==> src/hw/rtl/lfo_pkg.sv <==
package lfo_pkg;

    // Parameter defaults
    localparam int PHASE_BITS_DEF    = 32;
    localparam int SINE_BITS_DEF     = 16;
    localparam int CORDIC_STAGES_DEF = 16;

    // Field widths
    localparam int FREQ_W     = 24;
    localparam int INC_W      = 24;
    localparam int PROD_W     = FREQ_W + INC_W;
    localparam int FRAC_BITS  = 12;
    localparam int TURN_W     = 32;
    localparam int CFG_DATA_W = 32;
    localparam int CFG_IDX_W  = 2;

    // Register indexes
    localparam logic [CFG_IDX_W-1:0] REG_INCREMENT_PER_HZ = 2'd0;
    localparam logic [CFG_IDX_W-1:0] REG_FIXED_FREQUENCY  = 2'd1;
    localparam logic [CFG_IDX_W-1:0] REG_START_PHASE      = 2'd2;

    // Register reset values
    localparam logic [INC_W-1:0]  INCREMENT_PER_HZ_RST = 24'd89478;
    localparam logic [FREQ_W-1:0] FIXED_FREQUENCY_RST  = 24'd4096;
    localparam logic [TURN_W-1:0] START_PHASE_RST      = 32'd0;

    // CORDIC: 1/gain * 2^30, arctangents in 2^32 per turn
    localparam int CORDIC_XY_W      = 34;
    localparam int TURN_TABLE_LEN   = 24;
    localparam int TURN_IDX_W       = $clog2(TURN_TABLE_LEN);
    localparam logic [31:0] CORDIC_X0 = 32'd652032874;

    localparam logic [TURN_W-1:0] TURN_ATAN [TURN_TABLE_LEN] = '{
        32'd536870912, 32'd316933406, 32'd167458907, 32'd85004756,
        32'd42667331,  32'd21354465,  32'd10679838,  32'd5340245,
        32'd2670163,   32'd1335087,   32'd667544,    32'd333772,
        32'd166886,    32'd83443,     32'd41722,     32'd20861,
        32'd10430,     32'd5215,      32'd2608,      32'd1304,
        32'd652,       32'd326,       32'd163,       32'd81
    };

    // Sequencer to CORDIC request
    typedef struct packed {
        logic              start;
        logic [TURN_W-1:0] angle;
    } cordic_ctl_t;

endpackage

==> src/hw/rtl/lfo_if.sv <==
interface lfo_in_if;
    import lfo_pkg::*;

    logic              valid;
    logic              ready;
    logic              mode;
    logic [FREQ_W-1:0] tick_frequency;
    logic              block_end;

    modport source (output valid, output mode, output tick_frequency, output block_end,
                    input ready);
    modport sink   (input valid, input mode, input tick_frequency, input block_end,
                    output ready);
endinterface

interface lfo_out_if #(
    parameter int SINE_BITS = lfo_pkg::SINE_BITS_DEF
);
    import lfo_pkg::*;

    logic                        valid;
    logic                        ready;
    logic signed [SINE_BITS-1:0] sine_sample;
    logic [TURN_W-1:0]           phase_now;
    logic                        block_end_out;

    modport source (output valid, output sine_sample, output phase_now,
                    output block_end_out, input ready);
    modport sink   (input valid, input sine_sample, input phase_now,
                    input block_end_out, output ready);
endinterface

==> src/hw/rtl/lfo_cordic.sv <==
module lfo_cordic #(
    parameter int SINE_BITS     = lfo_pkg::SINE_BITS_DEF,
    parameter int CORDIC_STAGES = lfo_pkg::CORDIC_STAGES_DEF
) (
    input  logic                        clk,
    input  logic                        rst_n,
    input  lfo_pkg::cordic_ctl_t        ctl,
    output logic                        done,
    output logic signed [SINE_BITS-1:0] sample
);
    import lfo_pkg::*;

    localparam int XY_W   = CORDIC_XY_W;
    localparam int ITER_W = (CORDIC_STAGES > 1) ? $clog2(CORDIC_STAGES) : 1;
    localparam int SH     = 31 - SINE_BITS;
    localparam logic [ITER_W-1:0] LAST_ITER = ITER_W'(CORDIC_STAGES - 1);
    localparam logic signed [XY_W-1:0] ROUND_BIAS = XY_W'(1) << (SH - 1);
    localparam logic signed [XY_W-1:0] LIM = XY_W'((1 << (SINE_BITS - 1)) - 1);

    typedef enum logic [1:0] {
        ST_IDLE,
        ST_ROTATE,
        ST_ROUND
    } state_t;

    state_t                        state_reg, state_next;
    logic signed [XY_W-1:0]        x_reg, x_next;
    logic signed [XY_W-1:0]        y_reg, y_next;
    logic signed [XY_W-1:0]        z_reg, z_next;
    logic [ITER_W-1:0]             iter_reg, iter_next;
    logic                          neg_reg, neg_next;
    logic                          done_reg, done_next;
    logic signed [SINE_BITS-1:0]   sample_reg, sample_next;

    logic [1:0]                    quadrant;
    logic                          flip;
    logic [TURN_W-1:0]             a_fold;
    logic signed [XY_W-1:0]        dx, dy, atan_step;
    logic signed [XY_W-1:0]        rnd, rnd_signed;

    always_comb
    begin
        quadrant = ctl.angle[TURN_W-1:TURN_W-2];
        flip     = (quadrant == 2'd1) || (quadrant == 2'd2);
        a_fold   = flip ? ctl.angle + 32'h8000_0000 : ctl.angle;

        // shared shifter and add/sub unit, one micro-rotation per cycle
        dx        = y_reg >>> iter_reg;
        dy        = x_reg >>> iter_reg;
        atan_step = XY_W'(signed'({1'b0, TURN_ATAN[TURN_IDX_W'(iter_reg)]}));

        rnd        = (y_reg + ROUND_BIAS) >>> SH;
        rnd_signed = neg_reg ? -rnd : rnd;

        state_next  = state_reg;
        x_next      = x_reg;
        y_next      = y_reg;
        z_next      = z_reg;
        iter_next   = iter_reg;
        neg_next    = neg_reg;
        done_next   = 1'b0;
        sample_next = sample_reg;

        unique case (state_reg)
            ST_IDLE:
            begin
                if (ctl.start)
                begin
                    x_next     = XY_W'(CORDIC_X0);
                    y_next     = '0;
                    z_next     = XY_W'(signed'(a_fold));
                    neg_next   = flip;
                    iter_next  = '0;
                    state_next = ST_ROTATE;
                end
            end
            ST_ROTATE:
            begin
                if (!z_reg[XY_W-1])
                begin
                    x_next = x_reg - dx;
                    y_next = y_reg + dy;
                    z_next = z_reg - atan_step;
                end
                else
                begin
                    x_next = x_reg + dx;
                    y_next = y_reg - dy;
                    z_next = z_reg + atan_step;
                end
                iter_next = iter_reg + 1'b1;
                if (iter_reg == LAST_ITER)
                begin
                    state_next = ST_ROUND;
                end
            end
            ST_ROUND:
            begin
                if (rnd_signed > LIM)
                begin
                    sample_next = SINE_BITS'(LIM);
                end
                else if (rnd_signed < -LIM)
                begin
                    sample_next = SINE_BITS'(-LIM);
                end
                else
                begin
                    sample_next = SINE_BITS'(rnd_signed);
                end
                done_next  = 1'b1;
                state_next = ST_IDLE;
            end
            default:
            begin
                state_next = ST_IDLE;
            end
        endcase
    end

    always_ff @(posedge clk or negedge rst_n)
    begin
        if (!rst_n)
        begin
            state_reg <= ST_IDLE;
            done_reg  <= 1'b0;
            iter_reg  <= '0;
        end
        else
        begin
            state_reg <= state_next;
            done_reg  <= done_next;
            iter_reg  <= iter_next;
        end
    end

    always_ff @(posedge clk)
    begin
        x_reg      <= x_next;
        y_reg      <= y_next;
        z_reg      <= z_next;
        neg_reg    <= neg_next;
        sample_reg <= sample_next;
    end

    assign done   = done_reg;
    assign sample = sample_reg;

endmodule

==> src/hw/rtl/lfo_sine_phase_accumulator_unit.sv <==
// Sine LFO: phase accumulator feeding an iterative CORDIC.
// A tick is taken only in IDLE, after the previous sample has been parked in the output
// register; the CORDIC runs one stage a cycle, and a finished sample waits in DONE while
// the output register is full.
// Reset: increment_per_hz = 89478, fixed_frequency = 4096 (1 Hz), start_phase = 0,
// phase accumulator = 0, no result pending.
module lfo_sine_phase_accumulator_unit #(
    parameter int PHASE_BITS    = lfo_pkg::PHASE_BITS_DEF,
    parameter int SINE_BITS     = lfo_pkg::SINE_BITS_DEF,
    parameter int CORDIC_STAGES = lfo_pkg::CORDIC_STAGES_DEF
) (
    input  logic                            clk,
    input  logic                            rst_n,
    input  logic                            wr_en,
    input  logic [lfo_pkg::CFG_IDX_W-1:0]   wr_index,
    input  logic [lfo_pkg::CFG_DATA_W-1:0]  wr_data,
    lfo_in_if.sink                          tick,
    lfo_out_if.source                       sample
);
    import lfo_pkg::*;

    // Sequencer:
    //   IDLE  - accept a tick, select frequency, multiply by increment_per_hz
    //   ADD   - accumulate truncated increment, wrap is implicit in the width
    //   START - hand the 32-bit phase to the CORDIC
    //   ROT   - CORDIC runs CORDIC_STAGES micro-rotations plus a rounding step
    //   DONE  - park the result in the output register once it is free
    // The output register lets a finished sample wait on the sink while the
    // next tick is accepted.
    typedef enum logic [2:0] {
        ST_IDLE,
        ST_ADD,
        ST_START,
        ST_ROT,
        ST_DONE
    } state_t;

    state_t                      state_reg, state_next;
    logic                        out_valid_reg, out_valid_next;

    // Configuration registers
    logic [INC_W-1:0]            inc_per_hz_reg;
    logic [FREQ_W-1:0]           fixed_freq_reg;

    // Phase accumulator (control state: loaded by start_phase)
    logic [PHASE_BITS-1:0]       acc_reg;

    // Per-transaction payload
    logic [PROD_W-1:0]           prod_reg;
    logic                        block_end_reg;
    logic [TURN_W-1:0]           phase_now_reg;
    logic signed [SINE_BITS-1:0] out_sine_reg;
    logic [TURN_W-1:0]           out_phase_reg;
    logic                        out_block_end_reg;

    logic [FREQ_W-1:0]           sel_freq;
    logic [PHASE_BITS-1:0]       inc;
    logic [PHASE_BITS-1:0]       acc_sum;
    logic [TURN_W-1:0]           phase32;
    logic [PHASE_BITS-1:0]       start_load;
    logic                        in_accept;
    logic                        out_free;
    logic                        start_wr;
    cordic_ctl_t                 cordic_ctl;
    logic                        cordic_done;
    logic signed [SINE_BITS-1:0] cordic_sample;

    assign in_accept = tick.valid && (state_reg == ST_IDLE);
    assign out_free  = !out_valid_reg || sample.ready;
    assign start_wr  = wr_en && (wr_index == REG_START_PHASE);

    // Only the low bit of mode matters; it is a single bit here.
    assign sel_freq = tick.mode ? fixed_freq_reg : tick.tick_frequency;

    // Increment is (f * inc_per_hz) >> 12, reduced to the accumulator width.
    assign inc     = PHASE_BITS'(prod_reg >> FRAC_BITS);
    assign acc_sum = acc_reg + inc;

    // Align between the accumulator width and the 32-bit turn.
    generate
        if (PHASE_BITS >= TURN_W)
        begin : g_wide_phase
            assign phase32    = TURN_W'(acc_sum >> (PHASE_BITS - TURN_W));
            assign start_load = PHASE_BITS'(wr_data) << (PHASE_BITS - TURN_W);
        end
        else
        begin : g_narrow_phase
            assign phase32    = TURN_W'(acc_sum) << (TURN_W - PHASE_BITS);
            assign start_load = PHASE_BITS'(wr_data >> (TURN_W - PHASE_BITS));
        end
    endgenerate

    always_comb
    begin
        state_next     = state_reg;
        out_valid_next = out_valid_reg;

        if (sample.valid && sample.ready)
        begin
            out_valid_next = 1'b0;
        end

        unique case (state_reg)
            ST_IDLE:
            begin
                if (tick.valid)
                begin
                    state_next = ST_ADD;
                end
            end
            ST_ADD:
            begin
                state_next = ST_START;
            end
            ST_START:
            begin
                state_next = ST_ROT;
            end
            ST_ROT:
            begin
                if (cordic_done)
                begin
                    state_next = ST_DONE;
                end
            end
            ST_DONE:
            begin
                if (out_free)
                begin
                    out_valid_next = 1'b1;
                    state_next     = ST_IDLE;
                end
            end
            default:
            begin
                state_next = ST_IDLE;
            end
        endcase
    end

    always_ff @(posedge clk or negedge rst_n)
    begin
        if (!rst_n)
        begin
            state_reg     <= ST_IDLE;
            out_valid_reg <= 1'b0;
            acc_reg       <= PHASE_BITS'(START_PHASE_RST);
        end
        else
        begin
            state_reg     <= state_next;
            out_valid_reg <= out_valid_next;
            // user must keep config writes to idle, so they never collide with ADD (not enforced)
            if (start_wr)
            begin
                acc_reg <= start_load;
            end
            else if (state_reg == ST_ADD)
            begin
                acc_reg <= acc_sum;
            end
        end
    end

    // Configuration write port; unknown indexes are dropped.
    always_ff @(posedge clk or negedge rst_n)
    begin
        if (!rst_n)
        begin
            inc_per_hz_reg <= INCREMENT_PER_HZ_RST;
            fixed_freq_reg <= FIXED_FREQUENCY_RST;
        end
        else if (wr_en)
        begin
            unique case (wr_index)
                REG_INCREMENT_PER_HZ: inc_per_hz_reg <= wr_data[INC_W-1:0];
                REG_FIXED_FREQUENCY:  fixed_freq_reg <= wr_data[FREQ_W-1:0];
                default:              ;
            endcase
        end
    end

    // Payload path, no reset needed
    always_ff @(posedge clk)
    begin
        if (in_accept)
        begin
            prod_reg      <= PROD_W'(sel_freq) * PROD_W'(inc_per_hz_reg);
            block_end_reg <= tick.block_end;
        end
        if (state_reg == ST_ADD)
        begin
            phase_now_reg <= phase32;
        end
        if ((state_reg == ST_DONE) && out_free)
        begin
            out_sine_reg      <= cordic_sample;
            out_phase_reg     <= phase_now_reg;
            out_block_end_reg <= block_end_reg;
        end
    end

    always_comb
    begin
        cordic_ctl.start = (state_reg == ST_START);
        cordic_ctl.angle = phase_now_reg;
    end

    lfo_cordic #(
        .SINE_BITS     (SINE_BITS),
        .CORDIC_STAGES (CORDIC_STAGES)
    ) u_cordic (
        .clk    (clk),
        .rst_n  (rst_n),
        .ctl    (cordic_ctl),
        .done   (cordic_done),
        .sample (cordic_sample)
    );

    assign tick.ready           = (state_reg == ST_IDLE);
    assign sample.valid         = out_valid_reg;
    assign sample.sine_sample   = out_sine_reg;
    assign sample.phase_now     = out_phase_reg;
    assign sample.block_end_out = out_block_end_reg;

endmodule
==> src/flat_wrapper.sv <==
// flat-port wrapper written by rule: the top's interface ports become plain ports
module lfo_sine_phase_accumulator_unit_flat import lfo_pkg::*;
#(
    parameter int PHASE_BITS    = lfo_pkg::PHASE_BITS_DEF,
    parameter int SINE_BITS     = lfo_pkg::SINE_BITS_DEF,
    parameter int CORDIC_STAGES = lfo_pkg::CORDIC_STAGES_DEF
)
  (clk, rst_n, wr_en, wr_index, wr_data, tick_valid, tick_mode, tick_tick_frequency, tick_block_end, tick_ready, sample_valid, sample_sine_sample, sample_phase_now, sample_block_end_out, sample_ready);
  lfo_in_if tick_i ();
  lfo_out_if #(.SINE_BITS(SINE_BITS)) sample_i ();
  input  logic clk;
  input  logic rst_n;
  input  logic wr_en;
  input  logic [lfo_pkg::CFG_IDX_W-1:0] wr_index;
  input  logic [lfo_pkg::CFG_DATA_W-1:0] wr_data;
  input wire logic [$bits(tick_i.valid)-1:0] tick_valid;
  input wire logic [$bits(tick_i.mode)-1:0] tick_mode;
  input wire logic [$bits(tick_i.tick_frequency)-1:0] tick_tick_frequency;
  input wire logic [$bits(tick_i.block_end)-1:0] tick_block_end;
  output wire logic [$bits(tick_i.ready)-1:0] tick_ready;
  output wire logic [$bits(sample_i.valid)-1:0] sample_valid;
  output wire logic [$bits(sample_i.sine_sample)-1:0] sample_sine_sample;
  output wire logic [$bits(sample_i.phase_now)-1:0] sample_phase_now;
  output wire logic [$bits(sample_i.block_end_out)-1:0] sample_block_end_out;
  input wire logic [$bits(sample_i.ready)-1:0] sample_ready;
  assign tick_i.valid = tick_valid;
  assign tick_i.mode = tick_mode;
  assign tick_i.tick_frequency = tick_tick_frequency;
  assign tick_i.block_end = tick_block_end;
  assign tick_ready = tick_i.ready;
  assign sample_valid = sample_i.valid;
  assign sample_sine_sample = sample_i.sine_sample;
  assign sample_phase_now = sample_i.phase_now;
  assign sample_block_end_out = sample_i.block_end_out;
  assign sample_i.ready = sample_ready;
  lfo_sine_phase_accumulator_unit #(.PHASE_BITS(PHASE_BITS), .SINE_BITS(SINE_BITS), .CORDIC_STAGES(CORDIC_STAGES)) u_core (.clk(clk), .rst_n(rst_n), .wr_en(wr_en), .wr_index(wr_index), .wr_data(wr_data), .tick(tick_i), .sample(sample_i));
endmodule
==> config.mk <==
export PLATFORM = sky130hd
export DESIGN_NAME = lfo_sine_phase_accumulator_unit_flat
export DESIGN_NICKNAME = d
export VERILOG_FILES = /design/src/hw/rtl/lfo_pkg.sv /design/src/hw/rtl/lfo_if.sv /design/src/hw/rtl/lfo_cordic.sv /design/src/hw/rtl/lfo_sine_phase_accumulator_unit.sv /design/src/flat_wrapper.sv
export SDC_FILE = /design/constraint.sdc
export NUM_CORES = 2
export LEC_CHECK = 0
export ABC_AREA = 1
export ABC_CLOCK_PERIOD_IN_PS = 6900
export BUFFER_PORTS_ARGS = -buffer_cell sky130_fd_sc_hd__buf_2
export CORE_ASPECT_RATIO = 1.25
export CORE_MARGIN = 10
export CORE_UTILIZATION = 40
export DETAILED_ROUTE_END_ITERATION = 8
export PLACE_DENSITY = 0.61
export SLEW_MARGIN = 20
export SYNTH_ARGS = -nofsm -noshare
export SYNTH_HDL_FRONTEND = slang
export SYNTH_SLANG_ARGS = --single-unit
==> constraint.sdc <==
create_clock -name clk -period 6.9 [get_ports clk]
set_input_delay 0.69 -clock clk [delete_from_list [all_inputs] [get_ports clk]]
set_output_delay 0.69 -clock clk [all_outputs]
set_load 0.05 [all_outputs]
# Yosys cells after proc, flatten, opt, wreduce, memory -nomap -nowiden
# Memory sizes are Yosys's and may differ from the RTL's.
# Index checks and enable logic that the tools add are counted.
# totals
in_bits	65
elab_cells	104
romBits	1024
reg_bits	336
mem_count	1
output_inout_bits	51
# memory_table
memory	words	word_bits	rd	rd_ports_with_merged_regs	write_ports	line	rtl
(no name shown)	32	32	1	0	0	lfo_cordic.sv:50	atan_step = XY_W'(signed'({1'b0, TURN_ATAN[TURN_IDX_W'(iter_reg)]}));
# classes
n_reduce_logical	19
bitwise_logic	1
mux	30
mul	1
magnitude_cmp	3
addsub	11
eq_ne	16
shift	2
# ops
cell	n
$mux W34	7
$pmux W34 S2	3
$mux W32	5
$add A34 B34 Y34	2
$sshr A34 B4 Y34	2
$sub A34 B34 Y34	2
$mul A24 B24 Y44	1
$add A34 B16 Y34 const B	1
$add A34 B33 Y34	1
$gt A34 B16 Y1 const B	1
$lt A34 B16 Y1 const B	1
$neg A19 Y34	1
$sub A34 B33 Y34	1
$add A32 B32 Y32	1
$add A32 B32 Y32 const B	1
$mux W24	1
$mux W16	1
$pmux W3 S5	1
$reduce_and A2 Y1	5
$mux W3	3
$pmux W4 S2	1
$eq A2 B1 Y1 const B	3
$eq A2 B2 Y1 const B	3
$eq A3 B2 Y1 const B	2
20 further kinds	33

# Depth between registers and ports, before layout
# depth
ltp_word	7
depth_mapped	35
mapped_depth_nobuf	34

# Modules after synthesis
# Synthesis repeated with hierarchy kept, for this count alone.
# unflattened
hier_cells	6081
area_unflattened_um2	45108.3
# by_module_without_submodules
module	n_inst	seq_area_each_um2	cells_per_inst	area_each_um2
lfo_sine_phase_accumulator_unit	1	5537.8	3208	27431.3
lfo_cordic	1	3748.6	2873	17677.0

# Least setup slack after synthesis
# Ideal clock, no wire load.
# synth_path
kind	input -> register
from	in tick_mode
to	reg u_core.prod_reg[41] (data pin)
setup_slack_ps	-339
cell_stages	30
t_arrival_ps	6974
cell_sequence	inv_1 -> clkbuf_1 -> clkbuf_1 -> or2_2 -> nand2_1 -> inv_1 -> clkbuf_1 -> nand2_1 -> fa_1 -> inv_1 -> fa_1 -> inv_1 -> fa_1 -> fa_1 -> inv_1 -> fa_1 -> fa_1 -> inv_1 -> fa_1 -> inv_1 -> ha_1 -> nand2_1 -> nor2_1 -> inv_1 -> nor3_1 -> nand3_1 -> o21ai_0 -> nand3_1 -> o21ai_0 -> xor2_1
# synth_between
elab_chain_len	2
# synth_rtl
item	line	rtl
start, declared	flat_wrapper.sv:17	input wire logic [$bits(tick_i.mode)-1:0] tick_mode;
$mux W24	lfo_sine_phase_accumulator_unit.sv:73	assign sel_freq = tick.mode ? fixed_freq_reg : tick.tick_frequency;
$mul A24 B24 Y44	lfo_sine_phase_accumulator_unit.sv:188	prod_reg <= PROD_W'(sel_freq) * PROD_W'(inc_per_hz_reg);
end signal, assigned	lfo_sine_phase_accumulator_unit.sv:188	
end, declared	lfo_sine_phase_accumulator_unit.sv:49	logic [PROD_W-1:0] prod_reg;
# No other way between the ends.
# A chain may end at the register's enable or synchronous reset.

# Final worst setup path
# layout_path
from	in tick_mode
to	reg u_core.prod_reg[42] (data pin)
# The elaborated chain is that of the path after synthesis.

==> impl_metrics.toml <==
[layout]
area_growth_pct = 14.8
seq_area_um2 = 9290
multi_input_area_um2 = 29800
n_fill_cell = 10886
drive_above_1_share_pct = 12.6
final_cell_mix = "1324 x nand2_1, 946 x inv_1, 597 x nor2_1"
final_common_cell = "nand2_1"
fin_nets = 6893

[route]
drc = 0
routed_via_density = 5.23
postRouteWirelength_um = 151000
wire_per_inst_um = 20.1
vias = 39345
drt_iter0_markers = 2391
drtPass1Iterations = 5
antenna_left = 0

[synthesis]
ys_ff_latch = 324
synthDominantCellAreaShare_pct = 22.2
synth_cell_type_count = 62
netlist_top_cells_area = "fa_1 22%, edfxtp_1 16%, nand2_1 12%"
async_flop_share_pct = 28.1
synth_edf_count = 233
ys.flop_type = "edfxtp_1"
avgSynthCellArea_um2 = 7.57
ys_warn_count = 0
syn-num-nets = 6550
synth-seq-area-share_pct = 21.4
syn_inst = 5720
synth_top_area_cell = "fa_1"
syn_area_um2 = 43300

[die]
top_level_ports = 116
start_util_pct = 40.4
core_um2 = 107000
dieArea_um2 = 122000
fp-row-count = 134
die-width_um = 314
die_h_um = 388

[sta]
period_share_pct = 97.9
slew_viol_final = 0
finClkSkew_ps = 48.9
finalSetupTns_ps = 0
fin_crit_ps = 6750
setup_viol = 0
slew_headroom_pct = 29.2
worst_slew_pin_slew_ps = 1060
grt_setup_unrepaired = "true"
finalHoldViolCount = 0
max_freq_mhz = 148

[cts]
cts_tree = "yes"
clockBufferDepth = 3
cts_buffers = 42
cts_sinks = 324
cts_root_buf = "clkbuf_16"
clk_latency_ps = 660
path_clk_slew_ps = 60
cts-htree-levels = 2

[run_status]
outcome = "finished clean"

[global_routing]
grt_util_all_layers_pct = 24.4
grt_pass1_vias = 41100
grt_pass1_wl_um = 231000
antenna_found_initial = 5
overflow = 0
grt_max_degree = 102

[setup_path]
ff2ff_setup_slack_ps = 190
start_kind = "primary input"
timing.rr.start = "u_core.fixed_freq_reg[5]"
endpoint_kind = "flop"
cp_max_fo = 12
reg2reg_to = "u_core.prod_reg[42]"
critPathRequiredTime_ps = 7280
ff2ff_path_depth = 25
criticalPathCategory = "in2reg"
crit_arrival_ps = 7130

[worst_hold_path]
min_path_type = "in2async"

[job]
max_cap_viol_count = 0

[placement]
hpwl_um = 128000
place_congestion = 1.00
io_buffers = 115
## cells by family (layout without fill, tap and decap cells)
family,Yosys count,after routing,synth area share [%]
AND/OR/NAND/NOR,2425,2425,23.0
buffers and inverters,1175,1552,10.5
XOR/XNOR,182,182,3.70
other,0,2,0
AO/OA/AOI/OAI,848,848,10.9
adder cells (fa/ha/maj),765,765,30.4
flip-flops,324,324,21.4
multiplexers,1,1,0.0231
## critical path, cell delays in order
cell	delay, ps
buf_2	140
inv_4	60
clkbuf_16	160
or2_2	300
nand2_4	110
buf_4	170
buf_4	150
nor2_1	60
fa_1	510
inv_1	50
fa_1	470
inv_1	60
fa_1	490
fa_1	590
fa_1	440
fa_1	540
inv_1	70
fa_1	470
inv_1	60
ha_4	290
nand2_1	80
buf_4	130
nor2_1	220
nand2_1	140
o21ai_0	240
nand2_1	210
nand3_1	150
xor2_1	70
## metal layers
layer  global-route usage, %  up-vias  part of all wire (%)
met5                       0        -                0.0073
met1                    25.6    18978                    36
met3                    3.18      408                   4.5
met2                    45.7     1152                    52
li1                        -    18805                     -
met4                    14.8        2                   7.2
## repair_timing
item / in CTS / in global routing
hold buffers: 0 / 0
resized for setup: 5 / 71
pin swaps: 0 / 5
cloned: 0 / 1
endpoints found under the setup margin: 2 / 22
buffers inserted: 0 / 8
## Yosys cell counts, drive strengths merged, types with 57 or more instances
cell,instances
nand2,1348
inv,964
nor2,625
fa,480
o21ai,391
a21oi,294
ha,285
nand3,280
edfxtp,233
clkbuf,142
xor2,125
dfrtp,81
or2,62
xnor2,57
## final cells by class
class / instances / area share [%]
diodes: 2 / 0.0101
inverters: 977 / 7.42
repair buffers: 497 / 7.55
multi-input cells: 4221 / 59.9
clock inverters: 26 / 0.581
clock buffers: 52 / 2.31
flip-flops and latches: 324 / 18.7
well taps: 1428 / 3.59
## through the flow
stage	instances	cell area, um2	hold WS [ps]	util [%]	setup WS, ps
floorplan	5720	43400	394	-	3.60
global placement	7438	47900	403	44.7	-715
detailed placement	7438	47900	406	44.7	-745
CTS	7516	49300	36.5	46.1	15.4
global route	7525	49700	66.2	46.4	-17.0
finish	7527	49700	44.1	46.4	148
## worst max-delay path by stage
stage / start / endpoint / slack (ps) / cells after the start
finish: tick_mode / u_core.prod_reg[42] / 150 / 28
detailed placement: tick_mode / u_core.prod_reg[36] / -750 / 30
global route: u_core.fixed_freq_reg[20] / u_core.prod_reg[40] / -20 / 27
global placement: tick_mode / u_core.prod_reg[36] / -710 / 30
floorplan: tick_mode / u_core.prod_reg[38] / 4 / 30
CTS: u_core.fixed_freq_reg[15] / u_core.prod_reg[36] / 20 / 27
Power is left out: the tool's default activity adds up to more than one toggle a clock period on the data nets, which glitch-free logic cannot reach.
